**config.mk**
```make
export PLATFORM = sky130hd
export DESIGN_NAME = nearest_fiber_direction_select_core
export DESIGN_NICKNAME = d
export VERILOG_FILES = /design/src/design/nfds_pkg.sv /design/src/design/nearest_fiber_direction_select_core.sv
export SDC_FILE = /design/constraint.sdc
export NUM_CORES = 2
export LEC_CHECK = 0
export ABC_AREA = 0
export BUFFER_PORTS_ARGS = -buffer_cell sky130_fd_sc_hd__buf_2
export CAP_MARGIN = 20
export CELL_PAD_IN_SITES_DETAIL_PLACEMENT = 1
export CELL_PAD_IN_SITES_GLOBAL_PLACEMENT = 1
export CORE_ASPECT_RATIO = 0.6
export CORE_MARGIN = 5
export CORE_UTILIZATION = 55
export CTS_CLUSTER_DIAMETER = 30
export CTS_CLUSTER_SIZE = 20
export DETAILED_ROUTE_END_ITERATION = 10
export GPL_TIMING_DRIVEN = 0
export HOLD_SLACK_MARGIN = 0.15
export PLACE_DENSITY = 0.87
export SYNTH_ARGS = -nofsm -noshare
export SYNTH_HDL_FRONTEND = slang
export SYNTH_SLANG_ARGS = --single-unit
export TNS_END_PERCENT = 20
```
**constraint.sdc**
```tcl
create_clock -name clk -period 20.8 [get_ports clk]
set_input_delay 1.04 -clock clk [delete_from_list [all_inputs] [get_ports clk]]
set_output_delay 1.04 -clock clk [all_outputs]
set_load 0.01 [all_outputs]
```
**src/design/nfds_pkg.sv**
```systemverilog
package nfds_pkg;

    localparam int DIR_W       = 16;
    localparam int PROD_W      = 2 * DIR_W;
    // Three products of two Q1.14 values plus a negation need 34 bits.
    localparam int DOT_W       = PROD_W + 2;
    localparam int CFG_ADDR_W  = 3;
    localparam int CFG_DATA_W  = 16;
    localparam int ORDER_W     = 3;
    localparam int COUNT_W     = 4;
    localparam int S_TDATA_W   = 8 * DIR_W;
    localparam int M_TDATA_W   = 56;
    localparam int M_FIELDS_W  = 2 + ORDER_W + 3 * DIR_W;

    typedef enum logic [CFG_ADDR_W-1:0] {
        CFG_STRENGTH_THR = 3'd0,
        CFG_CHANGE_THR   = 3'd1,
        CFG_USE_CHANGE   = 3'd2,
        CFG_MIN_COSINE   = 3'd3,
        CFG_FIBER_COUNT  = 3'd4
    } cfg_index_t;

    typedef logic signed [DIR_W-1:0] dir_t;
    typedef logic signed [PROD_W-1:0] prod_t;
    typedef logic signed [DOT_W-1:0] dot_t;

endpackage

```
**src/design/nearest_fiber_direction_select_core.sv**
```systemverilog
// Nearest fiber direction select. Each input item is one fiber candidate of a voxel; after
// the configured number of candidates (fiber_count, clamped to 1..MAX_FIBERS) one result item
// gives the fiber whose direction, possibly flipped, has the largest dot product with the
// reference direction above min_cosine. One candidate is accepted per clock cycle while input
// is not held off. An item is held in an input register; the dot product, the compare against
// the running best and the load of the output register happen as the item leaves it, so a
// result is offered once the voxel's last candidate has left the input register. Input is
// held off only while a result waits unclaimed in the output register and the next voxel's
// last candidate sits in the input register, and stays held for as long as that wait lasts.
module nearest_fiber_direction_select_core #(
    parameter int MAX_FIBERS = 8
) (
    input  logic                            clk,
    input  logic                            rst_n,
    // Configuration write port.
    input  logic                            cfg_we,
    input  logic [nfds_pkg::CFG_ADDR_W-1:0] cfg_addr,
    input  logic [nfds_pkg::CFG_DATA_W-1:0] cfg_wdata,
    // Candidates.
    input  logic                            s_tvalid,
    output logic                            s_tready,
    // ref_x, ref_y, ref_z, fiber_strength, fiber_change, dir_x, dir_y, dir_z (16 bits each)
    input  logic [nfds_pkg::S_TDATA_W-1:0]  s_tdata,
    // Results.
    output logic                            m_tvalid,
    input  logic                            m_tready,
    // found[0], best_fiber[3:1], reversed[4], out_x[20:5], out_y[36:21], out_z[52:37], zeros
    output logic [nfds_pkg::M_TDATA_W-1:0]  m_tdata
);
    import nfds_pkg::*;

    localparam int CW = (MAX_FIBERS > 1) ? $clog2(MAX_FIBERS) : 1;
    localparam logic [COUNT_W:0] MAX_COUNT = (COUNT_W + 1)'(MAX_FIBERS);

    // Configuration registers.
    logic [15:0]        strength_thr_reg;
    logic [15:0]        change_thr_reg;
    logic               use_change_reg;
    dir_t               min_cosine_reg;
    logic [COUNT_W-1:0] fiber_count_reg;

    always_ff @(posedge clk or negedge rst_n)
    begin
        if (!rst_n)
        begin
            strength_thr_reg <= '0;
            change_thr_reg   <= '0;
            use_change_reg   <= 1'b0;
            min_cosine_reg   <= 16'sd8192;
            fiber_count_reg  <= COUNT_W'(1);
        end
        else if (cfg_we)
        begin
            unique case (cfg_index_t'(cfg_addr))
                CFG_STRENGTH_THR: strength_thr_reg <= cfg_wdata;
                CFG_CHANGE_THR:   change_thr_reg   <= cfg_wdata;
                CFG_USE_CHANGE:   use_change_reg   <= cfg_wdata[0];
                CFG_MIN_COSINE:   min_cosine_reg   <= cfg_wdata;
                CFG_FIBER_COUNT:  fiber_count_reg  <= cfg_wdata[COUNT_W-1:0];
                default:          ;
            endcase
        end
    end

    // Pipeline control: everything advances together unless a new result would
    // overwrite one that is still waiting.
    logic v1_reg;
    logic last1_reg;
    logic out_valid_reg;
    logic en;
    logic accept;

    assign en       = !(out_valid_reg && !m_tready && v1_reg && last1_reg);
    assign s_tready = en;
    assign accept   = s_tvalid && en;

    // Candidate counter and per-item tags.
    logic [CW-1:0]      ctr_reg, ctr_next;
    logic [COUNT_W:0]   count_eff;
    logic               in_last;
    logic               in_pass;

    always_comb
    begin
        if (fiber_count_reg == '0)
            count_eff = (COUNT_W + 1)'(1);
        else if ({1'b0, fiber_count_reg} > MAX_COUNT)
            count_eff = MAX_COUNT;
        else
            count_eff = {1'b0, fiber_count_reg};
        in_last  = ((COUNT_W + 1)'(ctr_reg) + (COUNT_W + 1)'(1)) >= count_eff;
        ctr_next = in_last ? '0 : ctr_reg + CW'(1);
        in_pass  = (s_tdata[63:48] > strength_thr_reg)
                   && !(use_change_reg && (s_tdata[79:64] <= change_thr_reg));
    end

    always_ff @(posedge clk or negedge rst_n)
    begin
        if (!rst_n)
            ctr_reg <= '0;
        else if (accept)
            ctr_reg <= ctr_next;
    end

    // Input register.
    dir_t           rx1_reg, ry1_reg, rz1_reg, dx1_reg, dy1_reg, dz1_reg;
    logic           pass1_reg, first1_reg;
    logic [CW-1:0]  order1_reg;

    always_ff @(posedge clk or negedge rst_n)
    begin
        if (!rst_n)
        begin
            v1_reg    <= 1'b0;
            last1_reg <= 1'b0;
        end
        else if (en)
        begin
            v1_reg    <= s_tvalid;
            last1_reg <= in_last;
        end
    end

    always_ff @(posedge clk)
    begin
        if (en)
        begin
            rx1_reg    <= s_tdata[15:0];
            ry1_reg    <= s_tdata[31:16];
            rz1_reg    <= s_tdata[47:32];
            dx1_reg    <= s_tdata[95:80];
            dy1_reg    <= s_tdata[111:96];
            dz1_reg    <= s_tdata[127:112];
            pass1_reg  <= in_pass;
            first1_reg <= (ctr_reg == '0);
            order1_reg <= ctr_reg;
        end
    end

    // Running best. The first candidate of a voxel starts from a fresh best;
    // the flipped direction is tried before the direct one.
    prod_t          px, py, pz;
    dot_t           d1;
    dot_t           best_cos_reg, best_cos_next, base_cos, neg_d;
    logic [CW-1:0]  best_order_reg, best_order_next;
    logic           best_flip_reg, best_flip_next;
    logic           found_reg, found_next;
    dir_t           bx_reg, by_reg, bz_reg, bx_next, by_next, bz_next;
    logic           take_neg, take_pos;

    always_comb
    begin
        px              = rx1_reg * dx1_reg;
        py              = ry1_reg * dy1_reg;
        pz              = rz1_reg * dz1_reg;
        d1              = DOT_W'(px) + DOT_W'(py) + DOT_W'(pz);
        base_cos        = first1_reg ? dot_t'({{(DOT_W - DIR_W - 14){min_cosine_reg[DIR_W-1]}},
                                               min_cosine_reg, 14'b0})
                                     : best_cos_reg;
        best_order_next = first1_reg ? '0 : best_order_reg;
        best_flip_next  = first1_reg ? 1'b0 : best_flip_reg;
        found_next      = first1_reg ? 1'b0 : found_reg;
        bx_next         = first1_reg ? '0 : bx_reg;
        by_next         = first1_reg ? '0 : by_reg;
        bz_next         = first1_reg ? '0 : bz_reg;
        best_cos_next   = base_cos;
        neg_d           = -d1;
        take_neg        = pass1_reg && (neg_d > base_cos);
        take_pos        = pass1_reg && !take_neg && (d1 > base_cos);
        if (take_neg || take_pos)
        begin
            best_cos_next   = take_neg ? neg_d : d1;
            best_order_next = order1_reg;
            best_flip_next  = take_neg;
            found_next      = 1'b1;
            bx_next         = dx1_reg;
            by_next         = dy1_reg;
            bz_next         = dz1_reg;
        end
    end

    always_ff @(posedge clk)
    begin
        if (en && v1_reg)
        begin
            best_cos_reg   <= best_cos_next;
            best_order_reg <= best_order_next;
            best_flip_reg  <= best_flip_next;
            found_reg      <= found_next;
            bx_reg         <= bx_next;
            by_reg         <= by_next;
            bz_reg         <= bz_next;
        end
    end

    // Output register.
    logic [M_FIELDS_W-1:0] out_fields_reg, out_fields_next;
    dir_t                  ox, oy, oz;

    always_comb
    begin
        ox = best_flip_next ? -bx_next : bx_next;
        oy = best_flip_next ? -by_next : by_next;
        oz = best_flip_next ? -bz_next : bz_next;
        if (found_next)
            out_fields_next = {oz, oy, ox, best_flip_next,
                               ORDER_W'(best_order_next), 1'b1};
        else
            out_fields_next = '0;
    end

    always_ff @(posedge clk or negedge rst_n)
    begin
        if (!rst_n)
            out_valid_reg <= 1'b0;
        else if (en && v1_reg && last1_reg)
            out_valid_reg <= 1'b1;
        else if (m_tready)
            out_valid_reg <= 1'b0;
    end

    always_ff @(posedge clk)
    begin
        if (en && v1_reg && last1_reg)
            out_fields_reg <= out_fields_next;
    end

    assign m_tvalid = out_valid_reg;
    assign m_tdata  = {(M_TDATA_W - M_FIELDS_W)'(0), out_fields_reg};

endmodule

```
==> flow_summary.toml <==
[critical_path]
critPathKind = "flip-flop to flip-flop"
reg2reg_to = "out_fields_reg[33]$_SDFFCE_PN0P_"
cp_slowest_cell = "a221oi_1"
r2r_cells = 46
r2r_slack_ns = 2.38
worstSetupStartpointType = "flip-flop"
crit_path_max_fanout = 10
timing.rr.start = "dx1_reg[3]$_DFFE_PN_"
crit_top_cell = "fa_1"
endpoint_kind = "flip-flop"
cp-startpoint = "dx1_reg[3]$_DFFE_PN_"
worstPathArrival_ns = 18.82
required_ns = 21.19
cpPeakStageDelay_ns = 1.10

[route]
drc = 0
wl_met1_um = 73700
drt-vias-per-instance = 6.21
ant_nets = 0
dr.pass1.iters = 7
wl_met3_um = 29600
dr.max_layer_used = "met5"
met2WireLength_um = 80700
totalWireLength_um = 194000
vias = 39400
wl_per_cell_um = 30.7
drtIter0Drc = 4676

[clock_network]
clk_pin_slew_ns = 0.06
cts_resized = 0
cts_max_path_buffers = 3
h-tree-depth = 3
clk_latency_ns = 0.66
cts_made_buffers = 67
ctsHoldBuffers = 0
root_buffer = "clkbuf_16"
cts_tree = "done"
cts_sinks = 300
post-cts-setup-buffers = 0

[timing]
finalCriticalPeriod_ns = 18.42
rsz0062_at_grt = "no"
hold_viol_final = 0
drv_slew = 0
setup-tns-final_ns = 0
slew_headroom = 0.0636
finalCritPeriodShare = 0.886
skew_ns = 0.0382
worst_pin_slew_ns = 1.40
fmax_mhz = 54.3
setup_violations = 0

[synth]
yosys_warnings = 0
synth_edf_count = 241
synthCells = 4819
synth-seq-area-share = 0.183
async_flop_share = 0.197
ys_seq_elements = 300
yosys_most_used_dff = "edfxtp_1"
ys_types = 81
syn_avg_cell_area_sq_um = 9.87
netlist_area_sq_um = 47600

[place]
portBuffers = 206
gp_congestion = 0.990
hpwlAfterDp_um = 154000

[cells_and_area]
largest_reg_flops = 53
layout.nets = 6507
drive_gt1_frac = 0.0797
area_growth_pct = 10.8

[outcome]
status = "finished, final reports clean"

[global_routing]
grt_overflow_total = 0
grt_pass1_vias = 44200
track_usage = 0.422
grt_max_degree = 56
grt_pass1_wl_um = 285000
antenna_found_initial = 16

[min_path]
min_path_type = "input pin to asynchronous set/reset pin"

[floorplanning]
ios = 210
die_y_um = 238
die_w_um = 390
core-area_sq_um = 85700
start_util = 0.555
fp-row-count = 83
dieArea_sq_um = 92700

[flow_run]
max-cap-violations = 0
-- worst max-delay path by stage --
stage,slack [ns],endpoint
detailed placement,3.43,out_fields_reg[33]$_SDFFCE_PN0P_
floorplan,8.36,out_fields_reg[33]$_SDFFCE_PN0P_
global route,2.16,out_fields_reg[33]$_SDFFCE_PN0P_
global placement,3.76,out_fields_reg[33]$_SDFFCE_PN0P_
finish,2.38,out_fields_reg[33]$_SDFFCE_PN0P_
CTS,3.24,out_fields_reg[33]$_SDFFCE_PN0P_
-- critical path: cells and delay by family (launching register included) --
| kind | cells | cell delay [ns] |
|---|---|---|
| AO/OA/AOI/OAI | 8 | 3.42 |
| adder cells (fa/ha/maj) | 12 | 5.89 |
| flip-flops | 1 | 0.37 |
| AND/OR/NAND/NOR | 12 | 3.29 |
| buffers and inverters | 11 | 4.44 |
| XOR/XNOR | 1 | 0.17 |
| multiplexers | 2 | 0.51 |
-- logic make-up after synthesis --
kind of cell               synth area share
adders and majority gates             0.474
and+or+nand+nor                       0.140
muxes                                0.0133
xor gates and xnor gates             0.0192
buffers and inverters                 0.103
other                             0.0000788
AOI/OAI and AO/OA                    0.0680
DFF                                   0.183
-- cell type report --
| class | count | area, sq um |
|---|---|---|
| multi-input cells | 3225 | 34000 |
| fillers | 9505 | 33000 |
| flip-flops and latches | 300 | 8720 |
| inverters | 1086 | 4080 |
| clock buffers | 76 | 1710 |
| well taps | 1147 | 1440 |
| repair buffers | 223 | 1320 |
| plain buffers | 210 | 802 |
| clock inverters | 48 | 566 |
| diodes | 22 | 55.1 |
-- placed cells by master (no fill, tap or decap), types with 57 or more instances in the layout --
master | synthesis | final
a21oi_1 | 91 | 91
and2_1 | 376 | 375
buf_2 | 1 | 207
clkbuf_1 | 187 | 196
clkbuf_16 | 0 | 67
dfrtp_1 | 57 | 57
edfxtp_1 | 241 | 241
fa_1 | 932 | 932
ha_1 | 310 | 310
inv_1 | 1082 | 1082
nand2_1 | 498 | 498
nor2_1 | 170 | 169
nor3_1 | 63 | 62
o21ai_0 | 105 | 105
xnor2_1 | 82 | 82
-- layer usage --
layer | global-route usage | vias to the layer above
met1 | 0.562 | 20300
li1 | - | 15500
met3 | 0.191 | 631
met2 | 0.595 | 2909
met4 | 0.187 | 10
met5 | 0 | -
-- metrics by stage --
step,setup slack [ns],util,hold slack (ns),instances,cell area [sq um]
global route,2.16,0.615,0.408,6325,52700
CTS,3.24,0.613,0.363,6305,52500
detailed placement,3.43,0.586,0.499,6181,50200
finish,2.38,0.615,0.375,6337,52700
global placement,3.76,0.584,0.485,6174,50000
floorplan,8.36,-,0.471,4821,47600
-- synth_stat cells (19+ instances only) --
master	instances	area [sq um]
xor2_1	19	166
o21ai_0	105	526
fa_1	932	18700
mux2_2	26	293
nor3_1	63	315
and2_1	376	2350
a21boi_0	32	240
clkbuf_1	187	702
o211ai_1	19	143
nand2_1	498	1870
a211oi_1	24	180
nand2b_1	31	194
ha_1	310	3880
a31o_2	31	272
edfxtp_1	241	7240
inv_1	1082	4060
mux2i_1	34	340
nand3_1	44	220
a21oi_1	91	455
xnor2_1	82	718
nor4_1	20	125
nor2b_1	36	225
nor2_1	170	638
dfrtp_1	57	1430
a21o_1	47	353
nand4_1	28	175
Power is not shown: default switching activity piles up to over one toggle a cycle in this logic, so the estimate is an artifact.
